--- config.mk ---
export PLATFORM = sky130hd
export DESIGN_NAME = midi_clock_master_slave_generator
export DESIGN_NICKNAME = d
export VERILOG_FILES = /design/src/rtl/mcmsg_pkg.sv /design/src/rtl/midi_clock_master_slave_generator.sv
export SDC_FILE = /design/constraint.sdc
export NUM_CORES = 1
export LEC_CHECK = 0
export BUFFER_PORTS_ARGS = -buffer_cell sky130_fd_sc_hd__buf_2
export CAP_MARGIN = 0
export CORE_MARGIN = 3
export CORE_UTILIZATION = 57
export DETAILED_ROUTE_END_ITERATION = 10
export PLACE_DENSITY_LB_ADDON = 0.05
export SYNTH_ARGS = -nofsm -noshare
export SYNTH_HDL_FRONTEND = slang
export SYNTH_SLANG_ARGS = --single-unit
--- constraint.sdc ---
create_clock -name clk -period 5.4 [get_ports clk]
set_clock_uncertainty 0.05 [all_clocks]
set_input_delay 1.35 -clock clk [delete_from_list [all_inputs] [get_ports clk]]
set_output_delay 1.35 -clock clk [all_outputs]
set_load 0.05 [all_outputs]
--- src/rtl/mcmsg_pkg.sv ---
`default_nettype none

package mcmsg_pkg;

	// realtime bytes
	localparam logic [7:0] MB_CLOCK    = 8'hf8;
	localparam logic [7:0] MB_START    = 8'hfa;
	localparam logic [7:0] MB_CONTINUE = 8'hfb;
	localparam logic [7:0] MB_STOP     = 8'hfc;

	// item kinds
	localparam logic REQ_TICK = 1'b0;
	localparam logic REQ_BYTE = 1'b1;

	// clock_mode codes, any other code acts as auto
	localparam logic [1:0] MODE_MASTER = 2'd0;
	localparam logic [1:0] MODE_SLAVE  = 2'd1;
	localparam logic [1:0] MODE_AUTO   = 2'd2;

	// register indexes
	localparam logic CFG_CLOCK_MODE = 1'b0;
	localparam logic CFG_BPM_PERIOD = 1'b1;

	localparam int unsigned PERIOD_W = 30;

	localparam logic [1:0]          MODE_RESET   = MODE_AUTO;
	localparam logic [PERIOD_W-1:0] PERIOD_RESET = 30'd5208333;

	localparam logic [15:0] GAP_IDLE        = 16'hffff;
	localparam logic [15:0] GAP_SLAVE_LIMIT = 16'h0fff;
	localparam logic [31:0] PHASE_STEP      = 32'd1000000;
	localparam logic [7:0]  PEND_MAX        = 8'hff;
	localparam logic [1:0]  INTERP_DONE     = 2'd3;
	localparam logic [2:0]  SIX_LAST        = 3'd5;

endpackage

`default_nettype wire

--- src/rtl/midi_clock_master_slave_generator.sv ---
// result: each accepted input beat is registered and comes out as its result beat in the next cycle
// throughput: one item per cycle; the result register frees itself as it is taken,
// so a new item goes in every cycle while the output side keeps up
// reset: arst_n resets all tempo, gap and interpolation state at once (gap to idle) and loads
// clock_mode = auto and bpm_period = 5208333; no clearing pass is needed
`default_nettype none

module midi_clock_master_slave_generator (
	input  wire logic                             clk,
	input  wire logic                             arst_n,
	// item channel
	input  wire logic                             in_valid,
	output logic                                  in_ready,
	input  wire logic                             req_type,
	input  wire logic [7:0]                       midi_byte,
	// result channel
	output logic                                  out_valid,
	input  wire logic                             out_ready,
	output logic                                  clock_pulse,
	output logic                                  start_pulse,
	output logic                                  stop_pulse,
	output logic                                  slave_active,
	output logic [2:0]                            sub_count,
	output logic [1:0]                            beat_count,
	// register write channel
	input  wire logic                             cfg_valid,
	output logic                                  cfg_ready,
	input  wire logic                             cfg_index,
	input  wire logic [mcmsg_pkg::PERIOD_W-1:0]   cfg_data
);

	// configuration registers
	logic [1:0]                         clock_mode_q;
	logic [mcmsg_pkg::PERIOD_W-1:0]     bpm_period_q;

	// tempo state
	logic [15:0] gap_q;           // ticks since last clock byte, saturates at idle
	logic [15:0] meas_q;          // gap latched at the latest clock byte
	logic [15:0] delay_q;         // ticks to the next interpolated clock
	logic [1:0]  sent_q;          // interpolated clocks issued since last clock byte
	logic [7:0]  pend_q;          // queued clock requests
	logic [31:0] phase_q;         // master tempo accumulator
	logic        slave_q;
	logic        startp_q;
	logic        stopp_q;
	logic [2:0]  six_q;
	logic [1:0]  four_q;

	// next state
	logic [15:0] gap_n, meas_n, delay_n;
	logic [1:0]  sent_n;
	logic [7:0]  pend_n;
	logic [31:0] phase_n;
	logic        slave_n, startp_n, stopp_n;
	logic [2:0]  six_n;
	logic [1:0]  four_n;
	logic        clk_c, start_c, stop_c;

	// master accumulator: add the step, then test against the period by one subtract
	logic [31:0] phase_sum;
	logic [32:0] phase_diff;
	logic        phase_fire;

	// clock byte queues the requests not yet covered by interpolation
	logic [2:0] clk_add;
	logic [8:0] pend_sum;

	logic in_fire;

	// the result register can take a new beat when empty or being emptied
	assign in_ready  = !out_valid || out_ready;
	assign in_fire   = in_valid && in_ready;
	assign cfg_ready = 1'b1;

	assign phase_sum  = phase_q + mcmsg_pkg::PHASE_STEP;
	assign phase_diff = {1'b0, phase_sum} - {3'b000, bpm_period_q};
	assign phase_fire = !phase_diff[32] && (phase_diff != 33'd0);

	assign clk_add  = 3'd4 - {1'b0, sent_q};
	assign pend_sum = {1'b0, pend_q} + {6'b000000, clk_add};

	always_comb begin
		gap_n    = gap_q;
		meas_n   = meas_q;
		delay_n  = delay_q;
		sent_n   = sent_q;
		pend_n   = pend_q;
		phase_n  = phase_q;
		slave_n  = slave_q;
		startp_n = startp_q;
		stopp_n  = stopp_q;
		six_n    = six_q;
		four_n   = four_q;
		clk_c    = 1'b0;
		start_c  = 1'b0;
		stop_c   = 1'b0;

		if (req_type == mcmsg_pkg::REQ_BYTE) begin
			case (midi_byte)
				mcmsg_pkg::MB_CLOCK: begin
					// latch the gap, restart timing, spread interpolated clocks over it a quarter gap apart
					meas_n  = gap_q;
					gap_n   = 16'd0;
					pend_n  = pend_sum[8] ? mcmsg_pkg::PEND_MAX : pend_sum[7:0];
					sent_n  = 2'd0;
					delay_n = {2'b00, gap_q[15:2]};
				end
				mcmsg_pkg::MB_START: begin
					startp_n = 1'b1;
					if (gap_q > mcmsg_pkg::GAP_SLAVE_LIMIT) begin
						gap_n = 16'd0;
					end
					pend_n = 8'd0;
					sent_n = mcmsg_pkg::INTERP_DONE;
				end
				mcmsg_pkg::MB_STOP: begin
					stopp_n = 1'b1;
				end
				default: begin
					// continue and all other bytes are ignored
				end
			endcase
		end else begin
			if (gap_q != mcmsg_pkg::GAP_IDLE) begin
				gap_n = gap_q + 16'd1;
			end

			case (clock_mode_q)
				mcmsg_pkg::MODE_MASTER: slave_n = 1'b0;
				mcmsg_pkg::MODE_SLAVE:  slave_n = 1'b1;
				default:                slave_n = (gap_n < mcmsg_pkg::GAP_SLAVE_LIMIT);
			endcase

			// interpolated clock once the quarter gap has run out
			delay_n = delay_q - 16'd1;
			if (delay_n == 16'd0 && sent_q != mcmsg_pkg::INTERP_DONE) begin
				sent_n = sent_q + 2'd1;
				if (pend_q != mcmsg_pkg::PEND_MAX) begin
					pend_n = pend_q + 8'd1;
				end
				delay_n = {2'b00, meas_q[15:2]};
			end

			if (startp_q) begin
				startp_n = 1'b0;
				start_c  = 1'b1;
				six_n    = 3'd0;
				four_n   = 2'd0;
			end
			if (stopp_q) begin
				stopp_n = 1'b0;
				stop_c  = 1'b1;
			end

			// a queued request is spent even in master mode, but only sounds as slave
			if (pend_n != 8'd0) begin
				pend_n = pend_n - 8'd1;
				clk_c  = slave_n;
			end else if (!slave_n) begin
				if (phase_fire) begin
					phase_n = phase_diff[31:0];
					clk_c   = 1'b1;
				end else begin
					phase_n = phase_sum;
				end
			end

			if (clk_c) begin
				if (six_n == mcmsg_pkg::SIX_LAST) begin
					six_n  = 3'd0;
					four_n = four_n + 2'd1;
				end else begin
					six_n = six_n + 3'd1;
				end
			end
		end
	end

	// configuration writes
	always_ff @(posedge clk or negedge arst_n) begin
		if (!arst_n) begin
			clock_mode_q <= mcmsg_pkg::MODE_RESET;
			bpm_period_q <= mcmsg_pkg::PERIOD_RESET;
		end else if (cfg_valid && cfg_ready) begin
			case (cfg_index)
				mcmsg_pkg::CFG_CLOCK_MODE: clock_mode_q <= cfg_data[1:0];
				mcmsg_pkg::CFG_BPM_PERIOD: bpm_period_q <= cfg_data;
				default: begin
				end
			endcase
		end
	end

	// state update on every accepted item
	always_ff @(posedge clk or negedge arst_n) begin
		if (!arst_n) begin
			gap_q    <= mcmsg_pkg::GAP_IDLE;
			meas_q   <= 16'd0;
			delay_q  <= 16'd0;
			sent_q   <= mcmsg_pkg::INTERP_DONE;
			pend_q   <= 8'd0;
			phase_q  <= 32'd0;
			slave_q  <= 1'b0;
			startp_q <= 1'b0;
			stopp_q  <= 1'b0;
			six_q    <= 3'd0;
			four_q   <= 2'd0;
		end else if (in_fire) begin
			gap_q    <= gap_n;
			meas_q   <= meas_n;
			delay_q  <= delay_n;
			sent_q   <= sent_n;
			pend_q   <= pend_n;
			phase_q  <= phase_n;
			slave_q  <= slave_n;
			startp_q <= startp_n;
			stopp_q  <= stopp_n;
			six_q    <= six_n;
			four_q   <= four_n;
		end
	end

	// result register: valid flag
	always_ff @(posedge clk or negedge arst_n) begin
		if (!arst_n) begin
			out_valid <= 1'b0;
		end else if (in_fire) begin
			out_valid <= 1'b1;
		end else if (out_ready) begin
			out_valid <= 1'b0;
		end
	end

	// result register: payload, held while stalled
	always_ff @(posedge clk) begin
		if (in_fire) begin
			clock_pulse  <= clk_c;
			start_pulse  <= start_c;
			stop_pulse   <= stop_c;
			slave_active <= slave_n;
			sub_count    <= six_n;
			beat_count   <= four_n;
		end
	end

endmodule

`default_nettype wire

==> metrics.cfg <==
[die]
die_height_um = 142.0
fp.dieW_um = 142.0
io_pins = 57
rows = 49
coreArea_sq_um = 18090
die-area_sq_um = 20170
start_util_pct = 58.32

[critical_path]
crit_type = reg -> reg
max_stage_delay_ps = 430
reg2reg_from = phase_q[7]
crit_path_max_fanout = 7
worst-endpoint-required_ps = 5530
worst_path_max_delay_cell = dfrtp_1
startpoint = phase_q[7]
cp_common_cell = buf_4
worstSetupStartpointType = flop
end_kind = flop
cp_cell_sequence = ha_2, a21oi_2, nor3b_2, o21ai_0, buf_4, and2_1, nor2_1, ha_1, buf_4, and4_2, nand2_1, o2bb2ai_1, or2_2, or3_1, a2111oi_2, nand4_1, nor4b_4, buf_12, o31ai_2, and4b_1, a311o_1
cp.arrival_ps = 5320

[cells_and_area]
drive_above_1_share_pct = 19.89
register_area_sq_um = 3541
fillers = 1523
multiInputGateArea_sq_um = 6558
diodes = 0
final_area_sq_um = 11770
stdcell_count = 1536
layout.nets = 1383
areaGrowthSynthToFinish_pct = 11.61

[timing]
worst_slack_ps = 211.2
final.min_clock_period_ps = 5189
max_freq_ghz = 0.1927
finalSetupViolCount = 0
tightest_slew_ps = 1084
hold_viol_final = 0
fin_crit_sh_pct = 96.09
finalMaxSlewViolations = 0
relSlewSlack_pct = 27.70

[job]
cap_viol_max_count = 0

[global_routing]
grt_first_pass_wirelength_um = 44850
grt_pass1_vias = 8779
antenna_found_initial = 0
gr-total-overflow = 0
grt_usage_pct = 27.38
grt_max_degree = 99

[cts]
cts_buffers = 17
ctsLongestPathBuffers = 2
clkTransAtPathRegs_ps = 60
clockRootBuffer = clkbuf_16
numClockSinks = 138
htreeDepth = 4
clk-insertion-delay-late_ps = 430
cts_hold_buf = 0
post_cts_buffers = 0
cts_tree = built

[yosys]
synth-seq-cells = 138
async_flop_share_pct = 93.48
postSynthCellCount = 1247
syn_area_sq_um = 10550
synth_edf_count = 9
ys.warnings.count = 0
synth_nets = 1336
synth_cell_types = 93
yosysSeqAreaShare_pct = 33.55
ys.flop_type = dfrtp_1
synth_area_per_cell_sq_um = 8.458

[run_status]
status = finished, final reports clean

[drt]
drtAntennaViolNets = 0
num_vias = 9552
vias_per_cell = 6.219
remaining_drc_errors = 0
post_drt_wl_per_cell_um = 17.98
wl_um = 27620
drtIter0Drc = 790
firstDrtPassIters = 5

[min_path]
min_path_type = reg -> reg
hp-start = slave_q

[power]
p_leak_nw = 5.019
peakVddDrop_mv = 0.3454
power_density_nw_per_um2 = 557.7

[place]
portBuffers = 55
place_inst = 1504
hpwl_um = 20330
placed_area_sq_um = 11080
post-place-ws_ps = 64.77
place_congestion = 0.9238

-- cell usage in the layout (no fill, tap or decap), types with 7 or more instances in the layout --
cell / synthesis / final
nor3b_1: 8 / 7
edfxtp_1: 9 / 9
o21a_1: 15 / 15
dfstp_2: 32 / 32
or4_1: 8 / 7
nor2b_1: 13 / 13
a21o_1: 14 / 14
o22ai_1: 8 / 8
mux2i_1: 27 / 27
nand3_1: 40 / 40
a31oi_1: 21 / 20
buf_4: 3 / 34
o21ai_0: 101 / 96
dfrtp_1: 97 / 95
inv_1: 63 / 63
buf_2: 10 / 54
nand2_1: 119 / 119
a21oi_1: 100 / 96
nor3_1: 27 / 27
xor2_1: 20 / 20
a211oi_1: 20 / 18
ha_1: 42 / 38
nand2b_1: 11 / 11
and3_1: 15 / 15
or3_1: 11 / 11
xnor2_1: 34 / 32
or2_2: 9 / 9
o31ai_1: 7 / 7
nor2_1: 104 / 102
and2_1: 17 / 17
mux2_2: 48 / 48
nand4_1: 11 / 11
o211ai_1: 8 / 8
nor4_1: 11 / 10
clkbuf_16: 0 / 17
-- worst paths after layout --
check                                        end  slack (ps)  cells past startpoint
worst max-delay path                sub_count[2]         210                     21
worst min-delay path                     slave_q         430                      2
worst max register to register      sub_count[2]         210                     21
worst min register to register           slave_q         430                      2
max in group asynchronous              sent_q[0]        3350                      2
min in group asynchronous       bpm_period_q[20]         920                      1
-- worst max-delay path, delay by kind of cell, from the launching register on --
kind                       cells  cell delay [ps]
DFF                            1              430
adders and majority gates      2              520
buffers and inverters          3              500
AOI/OAI and AO/OA              6             1090
and+or+nand+nor               10             2340
-- synthesized netlist by cell type, drive strengths merged (9+ instances only) --
| library cell | n | area (sq um) |
|---|---|---|
| mux2i | 27 | 270.3 |
| nand3 | 41 | 210.2 |
| and3 | 19 | 123.9 |
| dfstp | 32 | 840.8 |
| xnor2 | 34 | 297.8 |
| a21o | 16 | 122.6 |
| a31oi | 21 | 131.4 |
| nor3 | 27 | 135.1 |
| dfrtp | 97 | 2427 |
| o21a | 15 | 112.6 |
| mux2 | 48 | 540.5 |
| clkbuf | 42 | 161.4 |
| nand2 | 119 | 446.7 |
| xor2 | 20 | 175.2 |
| edfxtp | 9 | 270.3 |
| or3 | 12 | 76.33 |
| a21oi | 100 | 500.5 |
| buf | 20 | 136.4 |
| nand4 | 11 | 68.82 |
| nand2b | 11 | 68.82 |
| ha | 42 | 525.5 |
| nor2b | 13 | 81.33 |
| o21ai | 104 | 520.5 |
| inv | 63 | 236.5 |
| o31ai | 10 | 98.84 |
| nor4 | 11 | 68.82 |
| a211oi | 20 | 150.1 |
| nor2 | 105 | 396.6 |
| or2 | 10 | 62.56 |
| and2 | 19 | 120.1 |
-- flip-flops by register name (all words and copies together) (netlist names), 2 cells and up --
| signal | count |
|---|---|
| phase_q | 32 |
| delay_q | 16 |
| beat_count | 2 |
| gap_q | 16 |
| sub_count | 3 |
| four_q | 2 |
| sent_q | 2 |
| meas_q | 14 |
| clock_mode_q | 2 |
| pend_q | 8 |
| bpm_period_q | 30 |
| six_q | 3 |
-- what timing repair did --
action | CTS | global route
setup endpoints to repair | 0 | 40
resized for setup | 0 | 33
endpoints found under the hold margin | 0 | 0
-- where the power goes --
part	leakage [nW]	internal (mW)	total, mW	switching, mW
logic	3.13	1.59	3.88	2.29
clock network	0.280	0.619	1.13	0.513
registers	1.61	1.28	1.56	0.273
total	5.02	3.49	6.57	3.07
-- routing by layer --
| layer | GRT usage (%) | share of wire, % | wire length, um | vias to the layer above |
|---|---|---|---|---|
| met5 | 0 | 0 | 0 | - |
| met4 | 5.505 | 1.1 | 308 | 0 |
| met3 | 4.738 | 5.8 | 1598 | 27 |
| met2 | 42.04 | 45 | 12310 | 314 |
| met1 | 40.92 | 49 | 13400 | 4554 |
| li1 | - | - | - | 4657 |
-- metrics by stage --
step / setup TNS, ps / power [mW] / hold WS (ps) / util [%]
global route: -45.80 / 7.057 / 461.4 / 65.09
floorplan: 0 / 4.243 / 394.7 / -
detailed placement: 0 / 5.236 / 423.2 / 61.28
global placement: 0 / 5.244 / 415.6 / 61.28
CTS: 0 / 6.411 / 436.7 / 64.41
finish: 0 / 6.566 / 433.2 / 65.09
-- area by class of cell --
type,instances,share of cell area [%]
timing repair buffer,91,4.900
clock inverter,14,1.084
clock buffer,18,3.730
tap,229,2.434
multi-input combinational,981,55.70
inverter,65,2.072
sequential,138,30.08
-- logic make-up after synthesis --
kind of cell | after synthesis | share of synthesized area [%]
mux | 75 | 7.687
simple gates | 433 | 20.61
compound gates | 374 | 22.84
other cells | 1 | 0.03555
fa+ha+maj | 44 | 5.362
xor+xnor | 54 | 4.484
flops | 138 | 33.55
buf+inv | 128 | 5.445
Power figures use the tool's default switching activity.
